--- src/sv/wrp_pkg.sv ---
// Shared types, constants and codes for the weight ring prefetch director.
package wrp_pkg;

   localparam int MAX_ENTRIES = 32;
   localparam int IDX_W       = $clog2(MAX_ENTRIES);
   localparam int CNT_W       = $clog2(MAX_ENTRIES + 1);
   localparam int ADDR_W      = 48;
   localparam int SIZE_W      = 40;
   localparam int LEN_W       = 41;
   localparam int PAGE_W      = 17;
   localparam int SUM_W       = SIZE_W + CNT_W;
   localparam int CSR_W       = 40;

   localparam logic [SIZE_W-1:0] BUDGET_RESET = 40'd4294967296;
   localparam logic [SIZE_W-1:0] MIN_RESET    = 40'd1048576;
   localparam logic [PAGE_W-1:0] PAGE_RESET   = 17'd4096;

   localparam logic HINT_PREFETCH = 1'b0;
   localparam logic HINT_EVICT    = 1'b1;

   typedef enum logic [1:0] {
      CSR_BUDGET     = 2'd0,
      CSR_MIN_REGION = 2'd1,
      CSR_PAGE       = 2'd2
   } csr_index_type;

   typedef struct packed {
      logic [ADDR_W-1:0] region_address;
      logic [SIZE_W-1:0] region_size;
      logic              eligible;
   } req_item_type;

   typedef struct packed {
      logic              hint_kind;
      logic [ADDR_W-1:0] hint_start;
      logic [LEN_W-1:0]  hint_length;
      logic              last_hint;
   } rsp_item_type;

   typedef enum logic [3:0] {
      ST_IDLE,
      ST_CHECK,
      ST_SRCH_RD,
      ST_SRCH_CMP,
      ST_NEW,
      ST_FWD_INIT,
      ST_FWD_CHK,
      ST_FWD_ACC,
      ST_BWD_INIT,
      ST_BWD_CHK,
      ST_BWD_ACC,
      ST_FINISH
   } state_type;

   typedef struct packed {
      logic load;
      logic search_init;
      logic search_next;
      logic take_found;
      logic append;
      logic fwd_init;
      logic fwd_step;
      logic bwd_init;
      logic bwd_step;
      logic flush;
   } cmd_type;

   typedef struct packed {
      logic item_ok;
      logic table_empty;
      logic hit;
      logic search_end;
      logic fixed;
      logic full;
      logic fwd_done;
      logic over_half;
      logic bwd_done;
   } status_type;

endpackage

--- src/sv/wrp_ctrl.sv ---
// Sequencer for search, append and the forward and backward walks.
module wrp_ctrl
   import wrp_pkg::*;
(
   input  logic       clock,
   input  logic       reset,
   input  logic       start,
   output logic       busy,
   input  status_type status,
   output cmd_type    cmd
);

   state_type state_ff, state_in;

   always_ff @(posedge clock) begin
      if (reset) begin
         state_ff <= ST_IDLE;
      end else begin
         state_ff <= state_in;
      end
   end

   always_comb begin
      state_in = state_ff;
      case (state_ff)
         ST_IDLE: begin
            if (start) state_in = ST_CHECK;
         end
         ST_CHECK: begin
            if (!status.item_ok) state_in = ST_IDLE;
            else if (status.table_empty) state_in = ST_NEW;
            else state_in = ST_SRCH_RD;
         end
         ST_SRCH_RD: state_in = ST_SRCH_CMP;
         ST_SRCH_CMP: begin
            if (status.hit) state_in = ST_FWD_INIT;
            else if (status.search_end) state_in = ST_NEW;
            else state_in = ST_SRCH_RD;
         end
         ST_NEW: begin
            if (status.fixed || status.full) state_in = ST_IDLE;
            else state_in = ST_FWD_INIT;
         end
         ST_FWD_INIT: state_in = ST_FWD_CHK;
         ST_FWD_CHK: begin
            if (!status.fwd_done) state_in = ST_FWD_ACC;
            else if (status.fixed) state_in = ST_BWD_INIT;
            else state_in = ST_FINISH;
         end
         ST_FWD_ACC: begin
            if (!status.over_half) state_in = ST_FWD_CHK;
            else if (status.fixed) state_in = ST_BWD_INIT;
            else state_in = ST_FINISH;
         end
         ST_BWD_INIT: state_in = ST_BWD_CHK;
         ST_BWD_CHK: begin
            if (status.bwd_done) state_in = ST_FINISH;
            else state_in = ST_BWD_ACC;
         end
         ST_BWD_ACC: state_in = ST_BWD_CHK;
         ST_FINISH: state_in = ST_IDLE;
         default: state_in = ST_IDLE;
      endcase
   end

   always_comb begin
      cmd = '0;
      case (state_ff)
         ST_IDLE:     cmd.load = start;
         ST_CHECK:    cmd.search_init = 1'b1;
         ST_SRCH_CMP: begin
            cmd.take_found  = status.hit;
            cmd.search_next = !status.hit;
         end
         ST_NEW:      cmd.append = !(status.fixed || status.full);
         ST_FWD_INIT: cmd.fwd_init = 1'b1;
         ST_FWD_ACC:  cmd.fwd_step = 1'b1;
         ST_BWD_INIT: cmd.bwd_init = 1'b1;
         ST_BWD_ACC:  cmd.bwd_step = 1'b1;
         ST_FINISH:   cmd.flush = 1'b1;
         default:     cmd = '0;
      endcase
   end

   assign busy = (state_ff != ST_IDLE);

endmodule

--- src/sv/wrp_dpath.sv ---
// Region table, walk counters, byte sums and hint output registers.
module wrp_dpath
   import wrp_pkg::*;
(
   input  logic                clock,
   input  logic                reset,
   input  req_item_type        req_item,
   input  logic                csr_write_en,
   input  logic [1:0]          csr_index,
   input  logic [CSR_W-1:0]    csr_wdata,
   input  cmd_type             cmd,
   output status_type          status,
   output logic                rsp_valid,
   output rsp_item_type        rsp_item
);

   logic [ADDR_W-1:0] mem_addr [MAX_ENTRIES];
   logic [SIZE_W-1:0] mem_size [MAX_ENTRIES];

   logic [SIZE_W-1:0] budget_ff, min_ff;
   logic [PAGE_W-1:0] page_ff;
   req_item_type      item_ff;
   logic [ADDR_W-1:0] rd_addr_ff;
   logic [SIZE_W-1:0] rd_size_ff;
   logic [IDX_W-1:0]  idx_ff, idx_in, pos_ff, pos_in, last_pos_ff, last_pos_in;
   logic [CNT_W-1:0]  k_ff, k_in, count_ff, count_in;
   logic              fixed_ff, fixed_in;
   logic [SUM_W-1:0]  sum_ff, sum_in, sum_acc;
   rsp_item_type      pend_ff, pend_in, rsp_ff, rsp_in;
   logic              pend_valid_ff, pend_valid_in, rsp_valid_ff, rsp_valid_in;

   logic [IDX_W-1:0]  idx_fwd, pos_fwd, idx_bwd;
   logic              over, nonempty, new_hint;
   logic [PAGE_W-1:0] page_eff;
   logic [ADDR_W-1:0] start_al;
   logic [ADDR_W:0]   stop;

   always_ff @(posedge clock) begin
      if (reset) begin
         budget_ff <= BUDGET_RESET;
         min_ff    <= MIN_RESET;
         page_ff   <= PAGE_RESET;
      end else if (csr_write_en) begin
         if (csr_index == CSR_BUDGET) budget_ff <= csr_wdata[SIZE_W-1:0];
         if (csr_index == CSR_MIN_REGION) min_ff <= csr_wdata[SIZE_W-1:0];
         if (csr_index == CSR_PAGE) page_ff <= csr_wdata[PAGE_W-1:0];
      end
   end

   // Table memory with a registered read at the walk index.
   always_ff @(posedge clock) begin
      if (cmd.append) begin
         mem_addr[count_ff[IDX_W-1:0]] <= item_ff.region_address;
         mem_size[count_ff[IDX_W-1:0]] <= item_ff.region_size;
      end
      rd_addr_ff <= mem_addr[idx_ff];
      rd_size_ff <= mem_size[idx_ff];
   end

   assign idx_fwd = ((CNT_W'(idx_ff) + 1'b1) == count_ff) ? '0 : idx_ff + 1'b1;
   assign pos_fwd = ((CNT_W'(pos_ff) + 1'b1) == count_ff) ? '0 : pos_ff + 1'b1;
   assign idx_bwd = (idx_ff == '0) ? IDX_W'(count_ff - 1'b1) : idx_ff - 1'b1;

   assign sum_acc  = sum_ff + SUM_W'(rd_size_ff);
   assign over     = sum_acc > SUM_W'(budget_ff >> 1);
   assign page_eff = (page_ff == '0) ? PAGE_W'(1) : page_ff;
   assign start_al = rd_addr_ff & ~ADDR_W'(page_eff - 1'b1);
   assign stop     = {1'b0, rd_addr_ff} + (ADDR_W + 1)'(rd_size_ff);
   assign nonempty = stop > {1'b0, start_al};
   assign new_hint = nonempty && ((cmd.fwd_step && !over) || (cmd.bwd_step && over));

   always_comb begin
      idx_in        = idx_ff;
      pos_in        = pos_ff;
      last_pos_in   = last_pos_ff;
      k_in          = k_ff;
      count_in      = count_ff;
      fixed_in      = fixed_ff;
      sum_in        = sum_ff;
      pend_in       = pend_ff;
      pend_valid_in = pend_valid_ff;
      rsp_in        = pend_ff;
      rsp_valid_in  = 1'b0;

      if (cmd.search_init) idx_in = '0;
      if (cmd.search_next) idx_in = idx_ff + 1'b1;
      if (cmd.take_found) begin
         pos_in      = idx_ff;
         last_pos_in = idx_ff;
         // Meeting the first entry right after the newest one closes the ring.
         if (!fixed_ff && idx_ff == '0 && (CNT_W'(last_pos_ff) + 1'b1) >= count_ff)
            fixed_in = 1'b1;
      end
      if (cmd.append) begin
         pos_in      = count_ff[IDX_W-1:0];
         last_pos_in = count_ff[IDX_W-1:0];
         count_in    = count_ff + 1'b1;
      end
      if (cmd.fwd_init) begin
         idx_in = pos_fwd;
         k_in   = CNT_W'(1);
         sum_in = '0;
      end
      if (cmd.fwd_step) begin
         sum_in = sum_acc;
         idx_in = idx_fwd;
         k_in   = k_ff + 1'b1;
      end
      if (cmd.bwd_init) begin
         idx_in = pos_ff;
         k_in   = '0;
         sum_in = '0;
      end
      if (cmd.bwd_step) begin
         sum_in = sum_acc;
         idx_in = idx_bwd;
         k_in   = k_ff + 1'b1;
      end
      // One hint is held back so the final beat of an item can carry last_hint.
      if (new_hint) begin
         rsp_valid_in           = pend_valid_ff;
         rsp_in.last_hint       = 1'b0;
         pend_valid_in          = 1'b1;
         pend_in.hint_kind      = cmd.bwd_step ? HINT_EVICT : HINT_PREFETCH;
         pend_in.hint_start     = start_al;
         pend_in.hint_length    = LEN_W'(stop - {1'b0, start_al});
         pend_in.last_hint      = 1'b0;
      end
      if (cmd.flush) begin
         rsp_valid_in     = pend_valid_ff;
         rsp_in.last_hint = 1'b1;
         pend_valid_in    = 1'b0;
      end
   end

   always_ff @(posedge clock) begin
      if (reset) begin
         count_ff      <= '0;
         fixed_ff      <= 1'b0;
         last_pos_ff   <= '0;
         pend_valid_ff <= 1'b0;
         rsp_valid_ff  <= 1'b0;
      end else begin
         count_ff      <= count_in;
         fixed_ff      <= fixed_in;
         last_pos_ff   <= last_pos_in;
         pend_valid_ff <= pend_valid_in;
         rsp_valid_ff  <= rsp_valid_in;
      end
   end

   always_ff @(posedge clock) begin
      if (cmd.load) item_ff <= req_item;
      idx_ff  <= idx_in;
      pos_ff  <= pos_in;
      k_ff    <= k_in;
      sum_ff  <= sum_in;
      pend_ff <= pend_in;
      rsp_ff  <= rsp_in;
   end

   assign status.item_ok     = item_ff.eligible && (item_ff.region_size >= min_ff);
   assign status.table_empty = (count_ff == '0);
   assign status.hit         = (rd_addr_ff == item_ff.region_address);
   assign status.search_end  = (CNT_W'(idx_ff) + 1'b1) >= count_ff;
   assign status.fixed       = fixed_ff;
   assign status.full        = (count_ff == CNT_W'(MAX_ENTRIES));
   assign status.fwd_done    = (k_ff >= count_ff) ||
      (!fixed_ff && ((CNT_W + 1)'(pos_ff) + (CNT_W + 1)'(k_ff)) >= (CNT_W + 1)'(count_ff));
   assign status.over_half   = over;
   assign status.bwd_done    = (k_ff >= count_ff);

   assign rsp_valid = rsp_valid_ff;
   assign rsp_item  = rsp_ff;

   a_count_bound: assert property (@(posedge clock) disable iff (reset)
      count_ff <= CNT_W'(MAX_ENTRIES)) else $error("table count past capacity");
   a_fixed_sticky: assert property (@(posedge clock) disable iff (reset)
      fixed_ff |=> fixed_ff) else $error("ring order came loose");
   a_count_step: assert property (@(posedge clock) disable iff (reset)
      count_ff != $past(count_ff) |-> count_ff == $past(count_ff) + 1'b1)
      else $error("table count moved by more than one");
   a_last_clears: assert property (@(posedge clock) disable iff (reset)
      rsp_valid_ff && rsp_ff.last_hint |-> !pend_valid_ff)
      else $error("hint still held after the final beat");

endmodule

--- src/sv/weight_ring_prefetch_director.sv ---
// Weight ring prefetch director. An item is taken at a rising edge with start high and busy
// low, and busy stays high until the item is done. An ignored item keeps busy high for 1 cycle.
// Otherwise the block compares table entries one at a time in the address search, appends a
// new address when none matches and the ring is neither full nor fixed, and visits entries in
// the forward walk and, once the ring is fixed, in the backward walk. Each entry is read before
// it is compared or summed, as the region table has a single read port. Hints come out one per
// strobe cycle on rsp_valid and the receiver cannot stall them; the beat with last_hint set
// ends the item and comes in the first cycle after busy falls.
module weight_ring_prefetch_director
   import wrp_pkg::*;
(
   input  logic             clock,
   input  logic             reset,
   input  logic             start,
   output logic             busy,
   input  req_item_type     req_item,
   output logic             rsp_valid,
   output rsp_item_type     rsp_item,
   input  logic             csr_write_en,
   input  logic [1:0]       csr_index,
   input  logic [CSR_W-1:0] csr_wdata
);

   cmd_type    cmd;
   status_type status;

   wrp_ctrl u_ctrl (
      .clock  (clock),
      .reset  (reset),
      .start  (start),
      .busy   (busy),
      .status (status),
      .cmd    (cmd)
   );

   wrp_dpath u_dpath (
      .clock        (clock),
      .reset        (reset),
      .req_item     (req_item),
      .csr_write_en (csr_write_en),
      .csr_index    (csr_index),
      .csr_wdata    (csr_wdata),
      .cmd          (cmd),
      .status       (status),
      .rsp_valid    (rsp_valid),
      .rsp_item     (rsp_item)
   );

endmodule
--- config.mk ---
export PLATFORM = sky130hd
export DESIGN_NAME = weight_ring_prefetch_director
export DESIGN_NICKNAME = d
export VERILOG_FILES = /design/src/sv/wrp_pkg.sv /design/src/sv/wrp_ctrl.sv /design/src/sv/wrp_dpath.sv /design/src/sv/weight_ring_prefetch_director.sv
export SDC_FILE = /design/constraint.sdc
export NUM_CORES = 2
export LEC_CHECK = 0
export BUFFER_PORTS_ARGS = -buffer_cell sky130_fd_sc_hd__buf_2
export CORE_MARGIN = 2
export CORE_UTILIZATION = 40
export DETAILED_ROUTE_END_ITERATION = 8
export PLACE_DENSITY = 0.52
export SYNTH_ARGS = -nofsm -noshare
export SYNTH_HDL_FRONTEND = slang
export SYNTH_SLANG_ARGS = --single-unit
--- constraint.sdc ---
create_clock -name clock -period 9.4 [get_ports clock]
set_input_delay 1.41 -clock clock [delete_from_list [all_inputs] [get_ports clock]]
set_output_delay 1.41 -clock clock [all_outputs]
set_load 0.05 [all_outputs]
# [Word level (Yosys, flattened, before mapping)]
# Memory sizes are Yosys's and may differ from the RTL's. A register that Yosys moved wholly into a read port is not among the register bits.
# Cells that the tools add are included.
[classes] n_bitwise=2 muxes=45 eq_ne=18 magnitude_cmp=7 n_addsub=14 reduce_logical=29
[ops] op="$mux 46" n=4
[ops] op="$mux 5" n=11
[ops] op="$add 48x40->49" n=1
[ops] op="$gt 49x48->1" n=1
[ops] op="$and 48x48->48" n=1
[ops] op="$eq 48x48->1" n=1
[ops] op="$not 48->48" n=1
[ops] op="$add 46x40->46" n=1
[ops] op="$gt 46x39->1" n=1
[ops] op="$sub 41x41->41" n=1
[ops] op="$ge 40x40->1" n=1
[ops] op="$pmux 4 s10" n=1
[ops] op="$mux 6" n=4
[ops] op="$mux 4" n=5
[ops] op="$add 5x1->6 const B" n=3
[ops] op="$ge 6x6->1" n=3
[ops] op="$sub 17x1->18 const B" n=1
[ops] op="$logic_not 17->1" n=1
[ops] op="$mux 17" n=1
[ops] op="$eq 4x3->1 const B" n=4
[ops] op="$eq 4x4->1 const B" n=4
[ops] op="$mux 1" n=14
[ops] op="$add 6x1->6 const B" n=2
[ops] op="$eq 6x6->1" n=2
[ops] op="24 further kinds" n=46
[word_totals] regBits=447 ramBits=2816 inputBits=135 memories=2 out_inout_bits=93
[mem_list] name="u_dpath.mem_addr" depth=32 width=48 rd=1 rd_ports_with_merged_regs=1 wr=1 line_no="wrp_dpath.sv:17" rtl="logic [ADDR_W-1:0] mem_addr [MAX_ENTRIES];"
[mem_list] name="u_dpath.mem_size" depth=32 width=40 rd=1 rd_ports_with_merged_regs=1 wr=1 line_no="wrp_dpath.sv:18" rtl="logic [SIZE_W-1:0] mem_size [MAX_ENTRIES];"

# [Depth between registers and ports, before layout]
[logic_depth] word_depth=9 depth_mapped=25 mapped_depth_nobuf=25

# [Modules after synthesis]
# A second synthesis with hierarchy kept.
[hier_totals] hier_cells=6711 area_unflattened_um2=133309.1
[modules_own_cells] module="wrp_dpath" n_inst=1 seq_area_each_um2=97583.6 cells_each=6648 area_each_um2=132876.2
[modules_own_cells] module="wrp_ctrl" n_inst=1 seq_area_each_um2=80.1 cells_each=63 area_each_um2=432.9

# [Least setup slack after synthesis]
# OpenSTA, ideal clock, no wires.
[synth_path] path_kind="flip-flop to flip-flop" start="register u_dpath.count_ff[0]" end="memory u_dpath.mem_addr[10][0] (enable)" required_ns=8.758 stages_incl_launch_ff=8 path_buffers=2 setup_time_ns=0.642 t_arrival_ns=7.917 setup_slack_ns=0.841 period_less_slack_ns=8.559 path_cell_list="dfxtp_1 clkbuf_1 inv_1 ha_1 a31oi_1 clkbuf_1 nand2_1 nor3_1"
[synth_between] elab_chain_cells=6
[synth_lines] element="start, declared" line_no="wrp_dpath.sv:26" rtl="logic [CNT_W-1:0] k_ff, k_in, count_ff, count_in;"
[synth_lines] element="start signal, assigned" line_no="wrp_dpath.sv:144" rtl="count_ff <= count_in;"
[synth_lines] element="$eq 6x6->1" line_no="wrp_dpath.sv:167" rtl="assign status.full = (count_ff == CNT_W'(MAX_ENTRIES));"
[synth_lines] element="$logic_or 1x1->1" line_no="wrp_ctrl.sv:75" rtl="ST_NEW: cmd.append = !(status.fixed || status.full);"
[synth_lines] element="$logic_not 1->1" line_no="wrp_ctrl.sv:75"
[synth_lines] element="$mux 1" line_no="wrp_ctrl.sv:68" rtl="case (state_ff)"
[synth_lines] element="$mux 1" line_no="wrp_dpath.sv:52" rtl="if (cmd.append) begin"
[synth_lines] element="$mux 1 (not written as such)" line_no="wrp_dpath.sv:53" rtl="mem_addr[count_ff[IDX_W-1:0]] <= item_ff.region_address;"
[synth_lines] element="end, declared" line_no="wrp_dpath.sv:17"
# Several ways; a longest one is shown, not always the timed one.

# [Worst setup path after layout]
[layout_path] start="register u_dpath.sum_ff[0]" end="register u_dpath.pend_ff[58] in the netlist's numbering (enable)"
[layout_between] elab_chain_cells=6 elab_cells_between_ends=7
[layout_lines] element="start, declared" line_no="wrp_dpath.sv:28" rtl="logic [SUM_W-1:0] sum_ff, sum_in, sum_acc;"
[layout_lines] element="start signal, assigned" line_no="wrp_dpath.sv:157" rtl="sum_ff <= sum_in;"
[layout_lines] element="$add 46x40->46 *" line_no="wrp_dpath.sv:64" rtl="assign sum_acc = sum_ff + SUM_W'(rd_size_ff);"
[layout_lines] element="$gt 46x39->1 *" line_no="wrp_dpath.sv:65" rtl="assign over = sum_acc > SUM_W'(budget_ff >> 1);"
[layout_lines] element="$logic_not 1->1" line_no="wrp_dpath.sv:70" rtl="assign new_hint = nonempty && ((cmd.fwd_step && !over) || (cmd.bwd_step && over));"
[layout_lines] element="$logic_and 1x1->1" line_no="wrp_dpath.sv:70"
[layout_lines] element="$logic_or 1x1->1 *" line_no="wrp_dpath.sv:70"
[layout_lines] element="$logic_and 1x1->1 *" line_no="wrp_dpath.sv:70"
[layout_lines] element="via u_dpath.new_hint" line_no="wrp_dpath.sv:33" rtl="logic over, nonempty, new_hint;"
[layout_lines] element="end signal, assigned" line_no="wrp_dpath.sv:158" rtl="pend_ff <= pend_in;"
[layout_lines] element="end, declared" line_no="wrp_dpath.sv:29" rtl="rsp_item_type pend_ff, pend_in, rsp_ff, rsp_in;"
# Mark *: on every way through the listed nets, which the timed path passes. The rest lies on a longest branch.
# A chain may end at the register's enable or synchronous reset.

==> qor.txt <==
Die Height: 582 um
Initial standard-cell utilization of the core: 0.401
Number of resized instances in the post-cts repair step: 0
Critical path cell sequence: ha_1 > fa_1 > a211oi_1 > o21ai_0 > nand2_1 > o32a_1 > nand2_1 > a21oi_1 > o2111ai_1 > a41oi_1 > xnor2_1 > ha_1 > nand3_1 > nor3_1 > nand3_1 > or4_2 > o21ai_0 > nand4_1 > nor4b_2 > and4b_1 > o21ai_2 > inv_4 > buf_4
Leakage Power: 50.7 nW
Buffer and inverter count on the worst path: 2
Half-perimeter wire length of the detailed placement result: 233,000 um
Total design power: 35.5 mW
Class of the tightest hold or removal check: flip-flop to flip-flop
Post-Synthesis Cells: 7,268
Share of cells above drive strength 1: 0.221
Required time of the worst setup path: 10,010 ps
Number of nets with antenna violations after detailed routing: 0
Global router's overall resource usage: 0.239
Worst Clk Skew: 54.3 ps
Clock-pin slew on the worst setup and hold paths: 60 ps
Insertion delay of the later-clocked pin in the worst-skew pair: 930 ps
Transition time at the pin with the least slew margin: 1500 ps
Wire length of the first global-routing pass: 567,000 um
Number of rows in the core area: 212
Crit path max-delay family: simple AND/OR/NAND/NOR gates
Pin count of the biggest net entering global routing: 103
Wire per inst: 33.2 um
Cts bufs inserted: 363
Deepest clock path buffer count: 4
Max-capacitance violation count: 1
Die area: 338,000 um^2
Number of cell instances on the worst register-to-register path: 23
WS Path Type: flip-flop to flip-flop
Reg2Reg Capture Point: u_dpath.pend_ff[58]
Critical path capture point type: flip-flop
Total grt overflow: 0
Mapped Area: 133,000 um^2
Clock tree from TritonCTS: built
Nets in the synthesized netlist: 7,654
Post-synth EDFFs: 3,057
Count of endpoints failing hold in the final timing report: 0
Average vias per placed instance: 5.82
CP arrival: 8350 ps
Number of global-route vias before repair: 71,700
Max_slew headroom: -0.00804
Largest fanout of any net on the critical path: 80
CTS sink count: 3,350
Cell with the biggest individual delay on the critical path: sky130_fd_sc_hd__or4_2
Buffers inserted during post-CTS setup optimization: 0
Cell accounting for the most synthesized area: sky130_fd_sc_hd__edfxtp_1
Post-synthesis area per instance: 18.4 um^2
Critical Path Max Stage Delay: 710 ps
I/O pin count: 228
Synth area leaders: sky130_fd_sc_hd__edfxtp_1, sky130_fd_sc_hd__mux4_2, sky130_fd_sc_hd__dfxtp_1, sky130_fd_sc_hd__ha_1, sky130_fd_sc_hd__mux2i_1
Number of max-slew violations in the final report: 3
Number of synthesis warnings: 0
Worst reg2reg startpoint: u_dpath.sum_ff[0]
PD cells: 232 nW/um^2
Share of synthesized flip-flops with an asynchronous set or reset: 0
Hold-fix buffers, CTS: 0
Area share of the largest cell type after synthesis: 0.688
Setup violations, final: 0
# nets final: 8,120
Initial antenna violation count: 41
Portion of the post-synthesis area used by sequential elements: 0.732
Die X-Extent: 582 um
Setup repair after global routing missed its margin: false
Total Neg Setup Slack: 0 ps
List of most frequent post-synthesis cells: sky130_fd_sc_hd__edfxtp_1, sky130_fd_sc_hd__mux4_2, sky130_fd_sc_hd__nand2_1
Most used DFF post-synth: sky130_fd_sc_hd__edfxtp_1
Total via count in the routed design: 72,400
Final worst-path cycle share: 0.823
Worst reg-to-reg setup slack: 1670 ps
Violated checks: max-capacitance violations, max-slew violations
Number of design-rule violations left by the first detailed-router iteration: 8,140
Area of the placeable core: 333,000 um^2
Highest clock rate: 129 MHz
Result of the run: finished with violations
Flip-flop and latch count after synthesis: 3,350
Number of cells traversed by the worst hold path: 0
Critical Path Start: u_dpath.sum_ff[0]
Worst hold endpoint: u_dpath.rsp_item[16]
Number of distinct library cell variants in the gate-level netlist after synthesis: 86
Post-route DRC violation count: 0
Most numerous cell in the Yosys netlist: sky130_fd_sc_hd__edfxtp_1
Global placer's final weighted congestion: 0.922
Root Driver: sky130_fd_sc_hd__clkbuf_16
Total wire length after detailed routing: 412,000 um
Pre-Repair DR Iteration Count: 5
H-Tree Level Count: 5
Layout area overhead: 14.8%
Peak supply drop: 0.000137 V
Shortest clock period the worst path allows after layout: 7730 ps
Critical hold path startpoint: u_dpath.pend_ff[16]
Kind of launch point of the worst setup path: flip-flop
Count of buffers inserted at the top-level ports: 227
-- metrics by stage --
stage | instances | instance area [um^2] | hold WS (ps) | setup WS, ps | util
CTS | 12400 | 153000 | 312 | 1750 | 0.460
global route | 12400 | 153000 | 319 | 1230 | 0.460
global placement | 11800 | 141000 | 330 | 1830 | 0.424
detailed placement | 11800 | 141000 | 328 | 1780 | 0.424
floorplan | 7268 | 133000 | 323 | 841 | -
finish | 12400 | 153000 | 319 | 1670 | 0.460
-- state kept, by name, indices dropped and copies added, names as in the netlist --
name / flops
u_dpath.mem_addr: 1536
u_dpath.mem_size: 1280
u_dpath.rsp_item: 91
u_dpath.pend_ff: 90
u_dpath.item_ff: 89
u_dpath.rd_addr_ff: 48
u_dpath.sum_ff: 46
u_dpath.min_ff: 40
u_dpath.rd_size_ff: 40
u_dpath.budget_ff: 39
u_dpath.page_ff: 17
u_dpath.count_ff: 6
u_dpath.k_ff: 6
u_dpath.idx_ff: 5
u_dpath.last_pos_ff: 5
u_dpath.pos_ff: 5
u_ctrl.state_ff: 4
u_dpath.fixed_ff: 1
u_dpath.pend_valid_ff: 1
u_dpath.rsp_valid: 1
-- how the worst max path moves through the flow --
stage	end	slack [ps]	cells past startpoint
floorplan	u_dpath.mem_addr[10][0]	840	7
global placement	u_dpath.pend_ff[22]	1830	23
detailed placement	u_dpath.pend_ff[50]	1780	23
CTS	u_dpath.pend_ff[58]	1750	23
global route	u_dpath.pend_ff[18]	1230	23
finish	u_dpath.pend_ff[58]	1670	23
-- logic make-up after synthesis --
group / count (synthesis) / synth area share
flops: 3350 / 0.732
compound gates: 968 / 0.0476
mux: 957 / 0.133
simple gates: 946 / 0.0327
buf+inv: 588 / 0.0172
fa+ha+maj: 251 / 0.0238
xor+xnor: 208 / 0.0137
-- final cells by class --
type	instances	area, um^2
diodes	10	25.0
clock buffers	463	9810
clock inverters	197	2130
fillers	28200	180000
inverters	223	847
multi-input cells	3330	33800
flip-flops and latches	3350	97700
well taps	4387	5490
repair buffers	466	3450
-- cell usage in the layout (no fill, tap or decap), drive strengths merged, types with 44 or more instances in the layout --
| cell type | count |
|---|---|
| a211oi | 55 |
| a21o | 77 |
| a21oi | 281 |
| and3 | 50 |
| buf | 466 |
| clkbuf | 463 |
| clkinv | 131 |
| dfxtp | 293 |
| edfxtp | 3057 |
| ha | 247 |
| inv | 242 |
| mux2 | 44 |
| mux2i | 262 |
| mux4 | 651 |
| nand2 | 436 |
| nand3 | 77 |
| nand4 | 53 |
| nor2 | 152 |
| o21ai | 154 |
| o221ai | 76 |
| o22ai | 93 |
| xnor2 | 161 |
| xor2 | 47 |
-- power by group --
group | switching, mW | leakage (nW) | internal (mW)
combinational | 2.79 | 14.8 | 1.58
clock | 5.95 | 5.85 | 8.42
sequential | 0.196 | 30.1 | 16.6
-- per-layer routing --
| metal | vias up | GRT usage | share of wire |
|---|---|---|---|
| met5 | - | 0 | 0.00013 |
| met4 | 8 | 0.0581 | 0.025 |
| met3 | 530 | 0.0385 | 0.074 |
| met2 | 2863 | 0.371 | 0.45 |
| met1 | 38800 | 0.354 | 0.45 |
| li1 | 30200 | - | - |
No activity file was read; power rests on OpenSTA's default activity.
